===== src/rtl/lprb_pkg.sv =====
// Package for the length-prefixed byte ring: sizes, command and status codes,
// controller operation codes and the structs shared by the controller, datapath and top level.
// Depends on nothing.
package lprb_pkg;

    localparam int RING_BYTES   = 4096;
    localparam int PTR_W        = $clog2(RING_BYTES);
    localparam int SIZE_W       = $clog2(RING_BYTES + 1);
    localparam int CFG_W        = 13;
    localparam int LEN_W        = 12;
    localparam int BYTE_W       = 8;
    localparam int CALC_W       = (SIZE_W > LEN_W + 1) ? SIZE_W : LEN_W + 1;
    localparam int PREFIX_BYTES = 4;
    localparam int MIN_RING     = 8;
    localparam logic [CFG_W-1:0] RING_SIZE_RESET = 13'd4096;

    localparam logic [1:0] CMD_APP_START = 2'd0;
    localparam logic [1:0] CMD_APP_BYTE  = 2'd1;
    localparam logic [1:0] CMD_GET_START = 2'd2;
    localparam logic [1:0] CMD_GET_BYTE  = 2'd3;

    localparam logic [2:0] ST_OK      = 3'd0;
    localparam logic [2:0] ST_FULL    = 3'd1;
    localparam logic [2:0] ST_EMPTY   = 3'd2;
    localparam logic [2:0] ST_CORRUPT = 3'd3;
    localparam logic [2:0] ST_TOO_BIG = 3'd4;
    localparam logic [2:0] ST_NO_OPEN = 3'd5;

    localparam logic [3:0] OP_NONE      = 4'd0;
    localparam logic [3:0] OP_FULL      = 4'd1;
    localparam logic [3:0] OP_NO_OPEN   = 4'd2;
    localparam logic [3:0] OP_EMPTY     = 4'd3;
    localparam logic [3:0] OP_CORRUPT   = 4'd4;
    localparam logic [3:0] OP_APP_START = 4'd5;
    localparam logic [3:0] OP_PFX_WRITE = 4'd6;
    localparam logic [3:0] OP_APP_BYTE  = 4'd7;
    localparam logic [3:0] OP_GET_START = 4'd8;
    localparam logic [3:0] OP_PFX_READ  = 4'd9;
    localparam logic [3:0] OP_TOO_BIG   = 4'd10;
    localparam logic [3:0] OP_GET_OPEN  = 4'd11;
    localparam logic [3:0] OP_GET_BYTE  = 4'd12;
    localparam logic [3:0] OP_BYTE_OUT  = 4'd13;

    typedef struct packed {
        logic [1:0]        cmd;
        logic [LEN_W-1:0]  msg_len;
        logic [LEN_W-1:0]  max_len;
        logic [BYTE_W-1:0] data_in;
    } item_t;

    typedef struct packed {
        logic [2:0]        status;
        logic [LEN_W-1:0]  length_out;
        logic [BYTE_W-1:0] data_out;
        logic              last;
    } result_t;

    typedef struct packed {
        logic [3:0] op;
    } ctrl_cmd_t;

    typedef struct packed {
        logic [1:0] cmd;
        logic       fits;
        logic       used_zero;
        logic       used_lt4;
        logic       app_left_zero;
        logic       rd_left_zero;
        logic       idx_last;
        logic       pfx_corrupt;
        logic       pfx_too_big;
        logic       res_busy;
    } dp_status_t;

endpackage


===== src/rtl/lprb_ctrl.sv =====
// Controller state machine for the length-prefixed byte ring.
// Depends on lprb_pkg; drives the datapath through ctrl_cmd_t.
module lprb_ctrl (
    input  logic                  clk,
    input  logic                  rst_n,
    input  logic                  item_valid,
    output logic                  item_ready,
    input  lprb_pkg::dp_status_t  stat,
    output lprb_pkg::ctrl_cmd_t   ctrl
);
    import lprb_pkg::*;

    localparam logic [2:0] S_IDLE  = 3'd0;
    localparam logic [2:0] S_WPFX  = 3'd1;
    localparam logic [2:0] S_RPFX  = 3'd2;
    localparam logic [2:0] S_RCHK  = 3'd3;
    localparam logic [2:0] S_RBYTE = 3'd4;

    logic [2:0] state_reg;
    logic [2:0] state_next;

    assign item_ready = (state_reg == S_IDLE) && !stat.res_busy;

    always_comb
    begin
        state_next = state_reg;
        ctrl.op    = OP_NONE;
        case (state_reg)
            S_IDLE:
            begin
                if (item_valid && !stat.res_busy)
                begin
                    case (stat.cmd)
                        CMD_APP_START:
                        begin
                            if (stat.fits)
                            begin
                                ctrl.op    = OP_APP_START;
                                state_next = S_WPFX;
                            end
                            else
                            begin
                                ctrl.op = OP_FULL;
                            end
                        end
                        CMD_APP_BYTE:
                        begin
                            ctrl.op = stat.app_left_zero ? OP_NO_OPEN : OP_APP_BYTE;
                        end
                        CMD_GET_START:
                        begin
                            if (stat.used_zero)
                            begin
                                ctrl.op = OP_EMPTY;
                            end
                            else if (stat.used_lt4)
                            begin
                                ctrl.op = OP_CORRUPT;
                            end
                            else
                            begin
                                ctrl.op    = OP_GET_START;
                                state_next = S_RPFX;
                            end
                        end
                        default:
                        begin
                            if (stat.rd_left_zero)
                            begin
                                ctrl.op = OP_NO_OPEN;
                            end
                            else
                            begin
                                ctrl.op    = OP_GET_BYTE;
                                state_next = S_RBYTE;
                            end
                        end
                    endcase
                end
            end
            S_WPFX:
            begin
                ctrl.op = OP_PFX_WRITE;
                if (stat.idx_last)
                begin
                    state_next = S_IDLE;
                end
            end
            S_RPFX:
            begin
                ctrl.op = OP_PFX_READ;
                if (stat.idx_last)
                begin
                    state_next = S_RCHK;
                end
            end
            S_RCHK:
            begin
                if (stat.pfx_corrupt)
                begin
                    ctrl.op = OP_CORRUPT;
                end
                else if (stat.pfx_too_big)
                begin
                    ctrl.op = OP_TOO_BIG;
                end
                else
                begin
                    ctrl.op = OP_GET_OPEN;
                end
                state_next = S_IDLE;
            end
            S_RBYTE:
            begin
                ctrl.op    = OP_BYTE_OUT;
                state_next = S_IDLE;
            end
            default:
            begin
                state_next = S_IDLE;
            end
        endcase
    end

    always_ff @(posedge clk or negedge rst_n)
    begin
        if (!rst_n)
        begin
            state_reg <= S_IDLE;
        end
        else
        begin
            state_reg <= state_next;
        end
    end

endmodule


===== config.mk =====
export PLATFORM = sky130hd
export DESIGN_NAME = lprb_ctrl
export DESIGN_NICKNAME = d
export VERILOG_FILES = /design/src/rtl/lprb_pkg.sv /design/src/rtl/lprb_ctrl.sv
export SDC_FILE = /design/constraint.sdc
export NUM_CORES = 1
export LEC_CHECK = 0
export ABC_CLOCK_PERIOD_IN_PS = 1400
export BUFFER_PORTS_ARGS = -buffer_cell sky130_fd_sc_hd__buf_2
export CAP_MARGIN = 40
export CORE_AREA = 2 2 39 41
export DETAILED_ROUTE_END_ITERATION = 8
export DIE_AREA = 0 0 41 43
export RECOVER_POWER = 25
export SLEW_MARGIN = 30
export SYNTH_ARGS = -nofsm -noshare
export SYNTH_HDL_FRONTEND = slang
export SYNTH_SLANG_ARGS = --single-unit

===== constraint.sdc =====
create_clock -name clk -period 1.4 [get_ports clk]
set_input_delay 0.07 -clock clk [delete_from_list [all_inputs] [get_ports clk]]
set_output_delay 0.07 -clock clk [all_outputs]
set_load 0.01 [all_outputs]

==> summary.md <==
| Metric | Value |
|---|---|
| Critical-path maximum fanout | 4 |
| Library cell occupying the most area in the post-synthesis netlist | sky130_fd_sc_hd__dfrtp_1 |
| Number of buffers added on ports | 18 |
| Worst endpoint data arrival time | 1.39 ns |
| Pin count of the biggest net entering global routing | 10 |
| Violations in the final reports | setup timing |
| Wire length of the first global-routing pass | 1.71 mm |
| Clock transition at the register clock pins on the worst setup and hold paths after CTS | 0.04 ns |
| Die Height | 43 um |
| Peak supply drop | 0.000325 V |
| Largest register FFs | 3 |
| Worst Setup Path Type | reg -> out |
| Cell chain of the critical path | nor3_4 -> and2_4 -> a311o_1 -> buf_2 |
| Launching element type of the critical path | flip-flop |
| EDFF count, synth | 0 |
| Detailed-route wire length per cell | 12.9 um |
| Remaining global-route overflow | 0 |
| Shortest clock period the worst path allows after layout | 1.46 ns |
| Vias per inst | 5.20 |
| Core footprint | 1380 um^2 |
| Cell area after technology mapping | 372 um^2 |
| Placement row count | 14 |
| Number of buffers between clock root and the deepest sink | 2 |
| Type of element capturing the critical path | output pin |
| Setup slack after layout | -0.0632 ns |
| Peak per-stage delay on the critical path | 0.43 ns |
| Type of the worst min-delay path | in -> reg |
| Utilization of the core after routing | 41.0% |
| Run status | finished with violations |
| Critical Path Slowest Stage Cell | sky130_fd_sc_hd__dfrtp_2 |
| Syn_area_per_cell | 8.64 um^2 |
| Number of logic stages on the critical path including buffering | 4 |
| Sequential fraction of the synthesis area | 20.2% |
| Area growth from synthesis to layout | 52.5% |
| Worst reg2reg path startpoint | state_reg[0]$_DFFE_PN0P_ |
| Syn nets | 57 |
| Number of CTS-inserted buffers | 3 |
| Unique masters post-synth | 33 |
| Worst-Margin Slew | 0.249 ns |
| Router iterations before antenna repair | 4 |
| Cell area reported after detailed placement | 462 um^2 |
| Count of final setup violators | 4 |
| Worst hold slack after final layout | 0.0174 ns |
| Slew margin rel. | 83.2% |
| Synthesis Warnings | 0 |
| Width of the die | 41 um |
| Register-to-Register Path Depth | 3 |
| Max-capacitance violation count | 0 |
| Total Neg Setup Slack | -0.145 ns |
| Proportion of register bits with asynchronous set or reset after synthesis | 100% |
| Final period utilization | 105% |
| Clock tree root buffer cell | sky130_fd_sc_hd__clkbuf_4 |
| Crit-path leading delay family | simple AND/OR/NAND/NOR gates |
| Layout Cell Area excl Fill | 567 um^2 |
| Via count of the first global-routing pass | 433 |
| Total count of hold-check failures in the final report | 0 |
| Cell total after placement | 75 |
| GP Congestion | 0.765 |
| TritonCTS clock tree | done |
| Final antenna-violating net count | 0 |
| Post-route DRC | 0 |
| Total power after layout | 0.668 mW |
| Total die area | 1760 um^2 |
| Sinks on the clock net | 3 |
| Crit path from | state_reg[2]$_DFFE_PN0P_ |
| Top_reg_cell synth | sky130_fd_sc_hd__dfrtp_1 |
| Slack of the worst reg-to-reg path | 0.23 ns |
| Req. time, crit path | 1.33 ns |
| Final cell count without fillers | 84 |
| Post-detailed-routing wire length | 1.09 mm |
| Worst Clk Skew | 0.00184 ns |
| Number of buffers and inverters on the critical path | 1 |
| Largest cells by area after synthesis | sky130_fd_sc_hd__dfrtp_1 (20%), sky130_fd_sc_hd__buf_6 (6.1%), sky130_fd_sc_hd__nor2b_1 (5.1%) |
| Global-route total usage across every layer | 14.1% |
| Portion of synthesized cell area occupied by the leading cell type | 20.2% |
| DP HPWL | 711 um |
| Diode insertion count for antenna repair | 0 |
| Total I/O pin count | 19 |
| Maximum operating frequency | 683 MHz |
| Latest clock arrival within the worst-skew pair | 0.24 ns |
| Initial cell density of the core | 26.9% |
| P per Cell Area | 1180 nW/um^2 |
| Worst setup timing slack at the placement stage | 0.0917 ns |
| #FFs+latches synth | 3 |
| Final #Nets | 83 |
| Violation count after the first detailed-routing iteration | 6 |
| Via Count | 437 |
| Layout cells sized above 1 | 57.4% |
| Setup crit end | ctrl[2] |
| Syn Inst Count | 43 |
| Number of antenna violations at the first check in global routing | 0 |
| Worst R2R End | state_reg[0]$_DFFE_PN0P_ |
| Leakage power of the design | 0.269 nW |
| Setup repair after global routing missed its margin | true |
| Number of max-slew violations in the final report | 0 |
| Number of levels the H-tree was split into | 1 |
cells in the mapped netlist (2+ instances only):
library cell	n
sky130_fd_sc_hd__nand2_1	2
sky130_fd_sc_hd__nor3_1	2
sky130_fd_sc_hd__dfrtp_1	3
sky130_fd_sc_hd__nor3b_1	2
sky130_fd_sc_hd__buf_6	2
sky130_fd_sc_hd__and2b_1	2
sky130_fd_sc_hd__a21oi_1	2
sky130_fd_sc_hd__nor2b_1	3
layout by cell type, fill, tap and decap left out, types with 2 or more instances in the layout:
master	count
sky130_fd_sc_hd__clkbuf_1	2
sky130_fd_sc_hd__clkbuf_4	3
sky130_fd_sc_hd__dfrtp_2	3
sky130_fd_sc_hd__nor2b_1	3
sky130_fd_sc_hd__buf_4	5
sky130_fd_sc_hd__and2b_1	2
sky130_fd_sc_hd__nand2_1	2
sky130_fd_sc_hd__buf_2	17
where the power goes:
group / switching [mW] / leakage, nW / internal, mW
sequential: 0.0403 / 0.0360 / 0.106
combinational: 0.170 / 0.218 / 0.191
clock: 0.0539 / 0.0150 / 0.107
area by class of cell:
type	count	area, um^2
Tap cell	16	20.0
Inverter	1	3.75
Multi-Input combinational cell	36	302
Sequential cell	3	78.8
Timing Repair Buffer	24	136
Clock buffer	4	26.3
Fill cell	138	817
logic make-up after synthesis:
family,count (synthesis),synth area share [%]
buf+inv,4,8.41
simple gates,20,36.0
compound gates,15,32.3
flops,3,20.2
mux,1,3.03
metal layers:
metal	up-vias	GRT usage, %	routed length [um]
met5	-	0	0
met3	3	3.14	63
met1	199	17.0	473
li1	215	-	-
met4	0	8.00	30
met2	20	21.9	519
worst min-delay path by stage:
stage | from | to | slack (ns) | cells past startpoint
finish | stat[3] | state_reg[0]$_DFFE_PN0P_ | 0.02 | 2
global route | stat[3] | state_reg[0]$_DFFE_PN0P_ | 0.02 | 2
CTS | stat[3] | state_reg[0]$_DFFE_PN0P_ | 0.02 | 2
detailed placement | rst_n | state_reg[2]$_DFFE_PN0P_ | -0.13 | 1
global placement | rst_n | state_reg[1]$_DFFE_PN0P_ | -0.13 | 1
floorplan | rst_n | state_reg[0]$_DFFE_PN0P_ | -0.23 | 0
worst reg2reg max path, delay by kind of cell, from the launching register on:
kind,cells,cell delay (ns)
compound gates,2,0.26
simple gates,1,0.33
flops,1,0.47
what timing repair did:
action                     CTS  global route
setup buffers                2             2
hold endpoints to repair     3             0
hold buffers                 1             0
pin swaps                    4             4
resized for setup            6             6
setup endpoints to repair    4             5
(Power assumes the default switching activity.)
